**src/rtl/mpsd_pkg.sv**
```systemverilog
// Package for the Morse paddle symbol decoder.
// Holds the symbol codes, counter width and reset values shared by the RTL.
// No dependencies.
package mpsd_pkg;

  // Width of the saturating tick counter
  localparam int unsigned TickW = 20;

  // Width of the dit period register
  localparam int unsigned PeriodW = 16;

  // Reset value of the dit period register
  localparam logic [PeriodW-1:0] PeriodReset = 16'd60;

  // Symbol codes on the output port
  localparam logic [1:0] SymDit  = 2'd0;
  localparam logic [1:0] SymDah  = 2'd1;
  localparam logic [1:0] SymChar = 2'd2;
  localparam logic [1:0] SymWord = 2'd3;

  // Last-symbol codes, with an extra code for "nothing emitted yet"
  localparam logic [2:0] LastDit  = 3'd0;
  localparam logic [2:0] LastDah  = 3'd1;
  localparam logic [2:0] LastChar = 3'd2;
  localparam logic [2:0] LastWord = 3'd3;
  localparam logic [2:0] LastNone = 3'd4;

endpackage

```
**src/rtl/morse_paddle_symbol_decoder_top.sv**
```systemverilog
// Morse paddle symbol decoder, top level.
// Depends on mpsd_pkg for symbol codes, counter width and reset values.
// Single module: decode logic, state registers and the result register.

// Takes one dit/dah paddle sample per request and returns at most one Morse
// symbol (dit, dah, character space, word space) per sample. The block takes
// one request every clock cycle whenever its output register is empty or is
// being emptied in the same cycle: each sample is decided in the cycle it is
// accepted, from the recorded paddle state, the saturating tick counter and
// the lockout flags, and its symbol is written into a single output register.
// The user must set the dit period via cfg_we_i / cfg_wdata_i while no
// request is in flight; the block does not check it. It resets to 60 ticks;
// dit repeats and spaces trigger at two elapsed periods, dah repeats at four.
module morse_paddle_symbol_decoder_top (
  input  logic       clk_i,
  input  logic       rst_ni,
  // Configuration
  input  logic       cfg_we_i,
  input  logic [15:0] cfg_wdata_i,
  // Sample request
  input  logic       in_valid_i,
  output logic       in_ready_o,
  input  logic       dit_paddle_i,
  input  logic       dah_paddle_i,
  // Symbol result
  output logic       out_valid_o,
  input  logic       out_ready_i,
  output logic [1:0] symbol_o
);

  localparam int unsigned TickW   = mpsd_pkg::TickW;
  localparam int unsigned PeriodW = mpsd_pkg::PeriodW;

  // State
  logic [PeriodW-1:0] period_q;
  logic               started_q, started_d;
  logic               prev_dit_q, prev_dit_d;
  logic               prev_dah_q, prev_dah_d;
  logic [TickW-1:0]   ticks_q, ticks_d;
  logic [2:0]         last_sym_q, last_sym_d;
  logic               dit_lock_q, dit_lock_d;
  logic               dah_lock_q, dah_lock_d;
  logic               out_valid_q, out_valid_d;
  logic [1:0]         symbol_q, symbol_d;

  // Decode signals
  logic             in_accept;
  logic [TickW-1:0] elapsed;
  logic [TickW-1:0] thresh2;
  logic [TickW-1:0] thresh4;
  logic             reach2;
  logic             reach4;
  logic             dit_eff;
  logic             dah_eff;
  logic             last_silent;
  logic             now_silent;
  logic             changed;
  logic             sym_valid;
  logic [1:0]       sym;

  assign in_ready_o  = !out_valid_q || out_ready_i;
  assign in_accept   = in_valid_i && in_ready_o;
  assign out_valid_o = out_valid_q;
  assign symbol_o    = symbol_q;

  // Saturating tick count and period thresholds
  always_comb begin
    elapsed = (ticks_q == {TickW{1'b1}}) ? ticks_q : ticks_q + 1'b1;
    thresh2 = TickW'({period_q, 1'b0});
    thresh4 = TickW'({period_q, 2'b00});
    reach2  = (elapsed >= thresh2);
    reach4  = (elapsed >= thresh4);
  end

  // Squeeze resolution, change detection and symbol choice
  always_comb begin
    dit_eff    = dit_paddle_i;
    dah_eff    = dah_paddle_i;
    dit_lock_d = dit_lock_q;
    dah_lock_d = dah_lock_q;
    last_silent = !prev_dit_q && !prev_dah_q;
    now_silent  = !dit_paddle_i && !dah_paddle_i;

    if (dit_paddle_i && dah_paddle_i) begin
      if (dit_lock_q) begin
        dit_eff = 1'b0;
      end else if (dah_lock_q) begin
        dah_eff = 1'b0;
      end else if (last_silent) begin
        dah_eff = 1'b0;
      end else if (prev_dit_q) begin
        dit_lock_d = 1'b1;
        dit_eff    = 1'b0;
      end else begin
        dah_lock_d = 1'b1;
        dah_eff    = 1'b0;
      end
    end else begin
      dit_lock_d = 1'b0;
      dah_lock_d = 1'b0;
    end

    changed = (last_silent && !now_silent) || (prev_dit_q && !dit_eff) ||
              (prev_dah_q && !dah_eff);

    sym_valid = 1'b0;
    sym       = mpsd_pkg::SymDit;
    if (changed) begin
      if (dit_eff) begin
        sym_valid = 1'b1;
        sym       = mpsd_pkg::SymDit;
      end else if (dah_eff) begin
        sym_valid = 1'b1;
        sym       = mpsd_pkg::SymDah;
      end
    end else if (dit_eff) begin
      sym_valid = reach2;
      sym       = mpsd_pkg::SymDit;
    end else if (dah_eff) begin
      sym_valid = reach4;
      sym       = mpsd_pkg::SymDah;
    end else if (reach2) begin
      if (last_sym_q == mpsd_pkg::LastChar) begin
        sym_valid = 1'b1;
        sym       = mpsd_pkg::SymWord;
      end else if (last_sym_q != mpsd_pkg::LastWord) begin
        sym_valid = 1'b1;
        sym       = mpsd_pkg::SymChar;
      end
    end
  end

  // Next state per accepted request
  always_comb begin
    started_d   = started_q;
    prev_dit_d  = prev_dit_q;
    prev_dah_d  = prev_dah_q;
    ticks_d     = ticks_q;
    last_sym_d  = last_sym_q;
    out_valid_d = out_valid_q && !out_ready_i;
    symbol_d    = symbol_q;

    if (in_accept) begin
      if (!started_q) begin
        // First sample only records the paddles
        started_d  = 1'b1;
        prev_dit_d = dit_paddle_i;
        prev_dah_d = dah_paddle_i;
        ticks_d    = '0;
      end else begin
        if (changed || sym_valid) begin
          prev_dit_d = dit_eff;
          prev_dah_d = dah_eff;
          ticks_d    = '0;
        end else begin
          ticks_d = elapsed;
        end
        if (sym_valid) begin
          last_sym_d  = {1'b0, sym};
          out_valid_d = 1'b1;
          symbol_d    = sym;
        end
      end
    end
  end

  // Hold the dit period
  always_ff @(posedge clk_i or negedge rst_ni) begin
    if (!rst_ni) begin
      period_q <= mpsd_pkg::PeriodReset;
    end else if (cfg_we_i) begin
      period_q <= cfg_wdata_i;
    end
  end

  // Advance decoder state
  always_ff @(posedge clk_i or negedge rst_ni) begin
    if (!rst_ni) begin
      started_q   <= 1'b0;
      prev_dit_q  <= 1'b0;
      prev_dah_q  <= 1'b0;
      ticks_q     <= '0;
      last_sym_q  <= mpsd_pkg::LastNone;
      dit_lock_q  <= 1'b0;
      dah_lock_q  <= 1'b0;
      out_valid_q <= 1'b0;
    end else begin
      started_q   <= started_d;
      prev_dit_q  <= prev_dit_d;
      prev_dah_q  <= prev_dah_d;
      ticks_q     <= ticks_d;
      last_sym_q  <= last_sym_d;
      out_valid_q <= out_valid_d;
      if (in_accept && started_q) begin
        dit_lock_q <= dit_lock_d;
        dah_lock_q <= dah_lock_d;
      end
    end
  end

  // Result payload
  always_ff @(posedge clk_i) begin
    symbol_q <= symbol_d;
  end

`ifndef SYNTHESIS
  // Only one paddle can be locked out at a time
  a_single_lock: assert property (@(posedge clk_i) disable iff (!rst_ni)
    !(dit_lock_q && dah_lock_q))
    else $error("both lockout flags set");

  // Once started, the decoder never returns to the unstarted state
  a_started_sticky: assert property (@(posedge clk_i) disable iff (!rst_ni)
    started_q |=> started_q)
    else $error("started flag dropped");

  // The first sample never produces a symbol
  a_first_silent: assert property (@(posedge clk_i) disable iff (!rst_ni)
    (in_accept && !started_q) |=> !out_valid_o)
    else $error("symbol emitted on first sample");

  // An emitted word space is remembered as the last symbol
  a_word_tracked: assert property (@(posedge clk_i) disable iff (!rst_ni)
    (in_accept && started_q && sym_valid && sym == mpsd_pkg::SymWord)
      |=> (last_sym_q == mpsd_pkg::LastWord && symbol_o == mpsd_pkg::SymWord))
    else $error("word space not tracked");
`endif

endmodule
```
**config.mk**
```make
export PLATFORM = sky130hd
export DESIGN_NAME = morse_paddle_symbol_decoder_top
export DESIGN_NICKNAME = d
export VERILOG_FILES = /design/src/rtl/mpsd_pkg.sv /design/src/rtl/morse_paddle_symbol_decoder_top.sv
export SDC_FILE = /design/constraint.sdc
export NUM_CORES = 1
export LEC_CHECK = 0
export BUFFER_PORTS_ARGS = -buffer_cell sky130_fd_sc_hd__buf_2
export CORE_ASPECT_RATIO = 1.2
export CORE_MARGIN = 4
export CORE_UTILIZATION = 50
export CTS_CLUSTER_DIAMETER = 100
export DETAILED_ROUTE_END_ITERATION = 10
export PLACE_DENSITY_LB_ADDON = 0.2
export SLEW_MARGIN = 10
export SYNTH_ARGS = -nofsm -noshare
export SYNTH_HDL_FRONTEND = slang
export SYNTH_SLANG_ARGS = --single-unit
```
**constraint.sdc**
```tcl
create_clock -name clk_i -period 6.4 [get_ports clk_i]
set_clock_uncertainty 0.05 [all_clocks]
set_input_delay 0.32 -clock clk_i [delete_from_list [all_inputs] [get_ports clk_i]]
set_output_delay 0.32 -clock clk_i [all_outputs]
set_load 0.05 [all_outputs]
```
==> results by group, run 1 <==
Outcome
  • Status: completed

Detailed routing
  • DRT iter0 DRCs: 173
  • DR DRC count: 0
  • Final wirelength: 7.33 mm
  • DR pass1 iterations: 4
  • ANT nets after route: 0
  • Via count of the routed design: approximately 2,600
  • Vias per inst: 5.87
  • WL/cell: 16.3 µm

Clock tree
  • Post-CTS setup buffer count: 0
  • Resized cells post-CTS: 0
  • Num CTS Buffers: 5
  • Clock Tree Buf Depth: 2
  • Worst-path clk slew: 0.09 ns
  • Clock Root Buffer: clkbuf_8
  • CTS HTree Levels: 2
  • Latest clock arrival within the worst-skew pair: 0.30 ns
  • Sink Count: 47
  • Cts hold-fix bufs: 0
  • CTS tree: yes

Power
  • Pint: 517 µW
  • Clock share of power: 24.7%
  • Total Power: 810 µW
  • Flop pwr share: 45.1%
  • Sw frac: 36.1%
  • Maximum VDD drop: 144 µV
  • Combinational power share: 30.2%
  • Leak: 0.00155 µW
  • Sw Pwr: 293 µW
  • Power density over cell area: 233 mW/mm²

STA
  • Unrepaired setup endpoints after global routing: no
  • Setup violators final: 0
  • Slew headroom: between 30% and 40%
  • Slew at the pin closest to its max-slew limit: 1.03 ns
  • TNS Setup: 0 ns
  • Max-slew violations: 0
  • Final Cycle Share: 83.0%
  • Max Freq: 188 MHz
  • Tmin final: 5.31 ns
  • Fin. Hold Viols: 0

Critical path
  • Worst Setup End Kind: flop
  • Setup CP Type: flop to flop
  • R2r setup slk: 1.09 ns
  • Worst Path Required: around 6.6 ns
  • Worst path bufs/invs: 0
  • Crit path largest cell delay: 0.66 ns
  • CP top delay family: simple AND/OR/NAND/NOR gates
  • Max FO, Critical Path: 14
  • Crit start category: flop
  • CP Cell Sequence: nand4_1 -> or4_1 -> nor2_1 -> or3_1 -> nor2_1 -> xnor2_1 -> ha_1 -> a21oi_1 -> o22ai_1 -> a211oi_1 -> nand4_1 -> o31ai_2 -> and3_1 -> a32o_1
  • WP data arrival: roughly 5.5 ns
  • Slowest-stage cell, CP: or4_1

Synthesis
  • Largest cells by area after synthesis: dfrtp_1, ha_1, nand2_1, dfstp_2, a32o_1
  • Synth Net Count: between 400 and 500
  • Sequential element share of the synthesized area: between 30 and 40%
  • Area leader, netlist: dfrtp_1
  • Ys Warns: 0
  • Post-synth top area share: between 30 and 40%
  • Number of synthesized flops with an enable pin: 2
  • Synth cell types: between 50 and 60
  • Cells after synthesis: 348
  • Mapped cell area: ~0.0032 mm²
  • Async set-reset flop share out of synthesis: 95.7%
  • Dominant synthesized flop cell: dfrtp_1
  • Yosys reg bits: 47
  • Avg Cell Area, Syn: 9.19 µm²

Die
  • Die height: between 90 and 100 µm
  • Die area: 0.00774 mm²
  • Row cnt: 31
  • Num ports: 27
  • Die width: 81.0 µm
  • Initial Utilization: 52.2%
  • Core Area: 0.00613 mm²

Job
  • Max-cap violation count: 0

Global route
  • Gr ovfl total: 0
  • Initial antenna violation count: 0
  • Vias in the first global route: 2,636
  • Largest net degree at the start of global routing: 46
  • Total global routing track utilization: 21.3%
  • First-pass GRT wire length: approximately 13 mm

Layout
  • Diode count: 0
  • Layout Nets: 424
  • Layout area overhead: 8.57%
  • Share of post-route cells with drive strength above 1: 14.1%

Placed design
  • Hpwl dp: 5.62 mm
  • Placer Congestion: ~0.92
  • Port-buffer cells: 26

Worst hold path
  • Min-Delay Path Class: input pin to asynchronous set/reset pin
==> power by group through the flow <==
stage               Clock (µW)  Combinational [µW]  Sequential (µW)
finish                     200                 245              365
global placement             0                 243              369
detailed placement           0                 246              371
global route               217                 274              372
floorplan                    0                 173              381
CTS                        207                 248              365
==> sequential cells by signal (all words and copies together), names as in the netlist <==
register     cells
prev_dit_q       1
dah_lock_q       1
period_q        16
dit_lock_q       1
prev_dah_q       1
ticks_q         20
started_q        1
last_sym_q       3
symbol_o         2
out_valid_o      1
==> area by class of cell <==
cell class | count | area (µm²)
fillers | 583 | 2660
multi-input cells | 259 | 1830
flip-flops and latches | 47 | 1190
repair buffers | 27 | 138
inverters | 28 | 105
well taps | 82 | 103
clock buffers | 7 | 96.3
clock inverters | 1 | 7.51
==> placed cells by master (no fill, tap or decap), types with 6 or more instances in the layout <==
| master | Yosys | final |
|---|---|---|
| nand2_1 | 41 | 41 |
| o21ai_0 | 24 | 24 |
| a21oi_1 | 16 | 16 |
| dfrtp_1 | 40 | 40 |
| xnor2_1 | 10 | 10 |
| a32o_1 | 13 | 13 |
| clkbuf_8 | 0 | 7 |
| buf_2 | 2 | 26 |
| nor2_1 | 13 | 13 |
| nand3_1 | 10 | 10 |
| xor2_1 | 6 | 6 |
| nand4_1 | 18 | 18 |
| nor3_1 | 8 | 8 |
| ha_1 | 33 | 33 |
| inv_1 | 28 | 28 |
==> logic make-up after synthesis <==
kind of cell               count (synthesis)  share of synthesized area, %
muxes                                      6                          2.04
AOI/OAI and AO/OA                         88                          19.7
buffers and inverters                     42                          5.48
and+or+nand+nor                          116                          18.2
xor gates and xnor gates                  16                          4.38
DFF                                       47                          37.3
adders and majority gates                 33                          12.9
==> stage by stage <==
step | hold slack (ns) | utilization (%) | setup slack, ns | cells | cell area, µm²
after floorplan | -0.0256 | - | 2.37 | 348 | 3200
after global placement | 0.426 | 54.9 | 1.27 | 443 | 3370
after detailed placement | 0.430 | 54.9 | 1.18 | 443 | 3370
after CTS | 0.164 | 56.6 | 1.15 | 451 | 3470
after global routing | 0.174 | 56.6 | 0.677 | 451 | 3470
final | 0.144 | 56.6 | 1.09 | 451 | 3470
==> layer usage <==
| metal | up-vias | GRT usage, % | share of wire (%) |
|---|---|---|---|
| met2 | 59 | 34.4 | 48 |
| met3 | 12 | 3.31 | 3.8 |
| met1 | 1255 | 28.6 | 46 |
| met5 | - | 0 | 0 |
| met4 | 0 | 8.17 | 2.1 |
| li1 | 1321 | - | - |
==> Yosys cell counts (all sizes together) (2+ instances only) <==
cell and instances:
a311o 2, nand2 41, a31oi 4, nor4 3
nor3b 2, nor3 8, o21ai 25, nand2b 4
ha 33, and3 4, dfstp 5, nand3 10
xor2 6, and2 5, a32o 13, xnor2 10
a31o 3, a21oi 16, mux2 4, or4 3
mux2i 2, a211oi 5, clkbuf 9, dfrtp 40
o22ai 4, a41oi 3, nand4 18, inv 28
edfxtp 2, o31ai 3, o211ai 2, buf 5
nor2 14
==> final timing paths <==
kind,from,end,cells after the start
max in group asynchronous,rst_ni,period_q[6],1
hold / removal,rst_ni,ticks_q[1],1
setup reg to reg,ticks_q[9],ticks_q[3],14
hold reg to reg,last_sym_q[2],last_sym_q[2],2
min in group clk_i,cfg_wdata_i[14],period_q[14],3
setup / recovery,ticks_q[9],ticks_q[3],14
Power figures use the tool's default switching activity.
==> run 2: changes to the inputs <==
clock period = 5.3 ns   (was 6.4 ns; I/O delays follow)
==> run 2 against run 1 <==
  * Flip-flop and latch count did not move
  * Via count rose by 3.1%
  * Utilization rose by 0.69 points
  * Count of clock-buffer cells in the layout did not move
  * Non-clock buffer count rose by 5
  * Maximum frequency rose by 10%
  * First-iteration DRC count rose by 20%
  * Largest cell class unchanged
  * Total power rose by 25%
  * Worst hold slack got worse by 0.060 ns
  * Largest power group unchanged
  * Clock power rose by 32%
  * Sequential power rose by 21%
==> results by group, run 2 (same netlist as run 1, synthesis figures left out) <==
Clock tree
  • Cts hold-fix bufs: 0 (unchanged)
  • Resized cells post-CTS: 0 (unchanged)
  • CTS tree: yes
  • Clock Root Buffer: clkbuf_8
  • Clock Tree Buf Depth: 2 (unchanged)
  • CTS HTree Levels: 2 (unchanged)
  • Worst-path clk slew: 0.09 ns (about the same)
  • Sink Count: 47 (unchanged)
  • Num CTS Buffers: 5 (unchanged)
  • Post-CTS setup buffer count: 0 (unchanged)
  • Latest clock arrival within the worst-skew pair: 0.30 ns (about the same)

Detailed routing
  • Vias per inst: 5.98 (+2.0%)
  • DR pass1 iterations: 4 (unchanged)
  • Via count of the routed design: 2,729 (+3.1%)
  • DR DRC count: 0 (unchanged)
  • DRT iter0 DRCs: 208 (+20%)
  • ANT nets after route: 0 (unchanged)
  • Final wirelength: 7.47 mm (+1.8%)
  • WL/cell: 16.4 µm (+0.71%)

Critical path
  • R2r setup slk: 0.49 ns (-0.60 ns)
  • Worst Setup End Kind: flop
  • Crit start category: flop
  • Worst Path Required: 5.49 ns (-1.10 ns)
  • Setup CP Type: flop to flop
  • WP data arrival: 5.00 ns (-0.50 ns)
  • FF-to-FF path depth: 15 (+1)
  • Max FO, Critical Path: 14 (unchanged)

Layout
  • Max reg flops: 20 (unchanged)
  • Top flop regs: ticks_q x20, period_q x16, last_sym_q x3
  • Share of post-route cells with drive strength above 1: 15.0% (+0.88 points)
  • Top reg by flops: ticks_q
  • Layout area overhead: 9.90%
  • Diode count: 0 (unchanged)
  • Most common cell after layout, fill and taps aside: nand2_1
  • Layout Nets: 429 (+1.2%)
  • Most used cells in the layout excluding fill and tap cells: nand2_1, dfrtp_1, ha_1

Power
  • Maximum VDD drop: 120 µV (-16%)
  • Pint: 652 µW (+26%)
  • Sw Pwr: 357 µW (+22%)
  • Combinational power share: 30.0% (-0.2 points)
  • Power density over cell area: 287 mW/mm² (+23%)
  • Sw frac: 35.4% (-0.76 points)
  • Clock share of power: 26.2% (+1.5 points)
  • Leak: 0.00157 µW (+1.7%)
  • Flop pwr share: 43.7% (-1.4 points)

Die
  • Die height: 95.6 µm (unchanged)
  • Initial Utilization: 52.2% (unchanged)
  • Row cnt: 31 (unchanged)
  • Core Area: 0.00613 mm² (unchanged)
  • Die width: 81.0 µm (unchanged)
  • Die area: 0.00774 mm² (unchanged)
  • Num ports: 27 (unchanged)

Placed design
  • Dpl ws: 0.440 ns (-0.735 ns)
  • Placer Congestion: 0.904 (-1.6%)
  • Hpwl dp: 5.66 mm (+0.74%)
  • Port-buffer cells: 26 (unchanged)

Outcome
  • Status: completed

STA
  • Unrepaired setup endpoints after global routing: no
  • TNS Setup: 0 ns (unchanged)
  • Fin. Hold Viols: 0 (unchanged)
  • Max-slew violations: 0 (unchanged)
  • Tmin final: 4.81 ns (-0.503 ns)
  • Max Freq: 208 MHz (+10%)
  • Setup violators final: 0 (unchanged)
  • Final Cycle Share: 90.8% (+7.7 points)
  • Slew at the pin closest to its max-slew limit: 1.07 ns (+0.0325 ns)
  • Slew headroom: 29.0% (-2.2 points)
  • Worst Slack Setup Final: 0.490 ns (-0.597 ns)

Global route
  • Met1 GRT Util: 28.1% (-0.42 points)
  • First-pass GRT wire length: 13.0 mm (+1.1%)
  • Global-route track usage on met3: 3.88% (+0.57 points)
  • Initial antenna violation count: 0 (unchanged)
  • Largest net degree at the start of global routing: 46 (unchanged)
  • Gr ovfl total: 0 (unchanged)
  • Grt peak-use layer: met2
  • Total global routing track utilization: 21.8% (+0.49 points)
  • Grt met2 use: 36.3% (+1.9 points)
  • Vias in the first global route: 2,710 (+2.8%)

Job
  • Max-cap violation count: 0 (unchanged)

Worst hold path
  • Min-Delay Path Class: input pin to asynchronous set/reset pin
## run 2: cell type report
| class | instances | area, µm² |
|---|---|---|
| fillers | 581 | 2620 |
| multi-input cells | 259 | 1830 |
| flip-flops and latches | 47 | 1190 |
| inverters | 28 | 105 |
| clock buffers | 7 | 76.3 |
| well taps | 82 | 103 |
| clock inverters | 1 | 30.0 |
| repair buffers | 32 | 175 |
## run 2: power by group through the flow
| stage | logic, µW | clock network [µW] | registers, µW |
|---|---|---|---|
| after floorplan | 209 | 0 | 461 |
| after global placement | 299 | 0 | 445 |
| after detailed placement | 301 | 0 | 447 |
| after CTS | 303 | 270 | 441 |
| after global routing | 338 | 284 | 450 |
| final | 303 | 265 | 441 |
## run 2: final timing paths
path | startpoint | to
worst max register to register | ticks_q[2] | ticks_q[5]
worst min-delay path | rst_ni | ticks_q[6]
max in group asynchronous | rst_ni | dit_lock_q
worst max-delay path | ticks_q[2] | ticks_q[5]
worst min register to register | last_sym_q[2] | last_sym_q[2]
min in group clk_i | cfg_wdata_i[9] | period_q[9]
## run 2: routing by layer
layer | part of all wire (%) | up-vias | routed length (µm)
met4 | 2.1 | 0 | 155
met2 | 48 | 79 | 3610
met5 | 0 | - | 0
li1 | - | 1334 | -
met3 | 5.6 | 15 | 420
met1 | 44 | 1301 | 3280
## run 2: metrics by stage
| step | hold WS [ns] | total power (µW) | instances | cell area [µm²] | util (%) |
|---|---|---|---|---|---|
| 6_report | 0.0844 | 1010 | 456 | 3510 | 57.3 |
| 5_1_grt | 0.116 | 1070 | 456 | 3510 | 57.3 |
| 4_1_cts | 0.110 | 1010 | 456 | 3510 | 57.3 |
| 3_5_place_dp | 0.425 | 748 | 448 | 3400 | 55.6 |
| 3_3_place_gp | 0.420 | 745 | 448 | 3400 | 55.6 |
| 2_1_floorplan | -0.0806 | 670 | 348 | 3200 | - |
## run 2: critical path, cell delays in order, from the launching register on
cell	delay (ns)
dfrtp_1	0.46
nand4_1	0.21
or4_1	0.69
nor2_2	0.34
or3_1	0.23
nor2_1	0.07
xnor2_1	0.32
ha_1	0.31
a21oi_1	0.16
o22ai_1	0.10
a211oi_1	0.29
nand4_1	0.19
o31ai_2	0.29
buf_4	0.23
and3_1	0.52
a32o_1	0.26
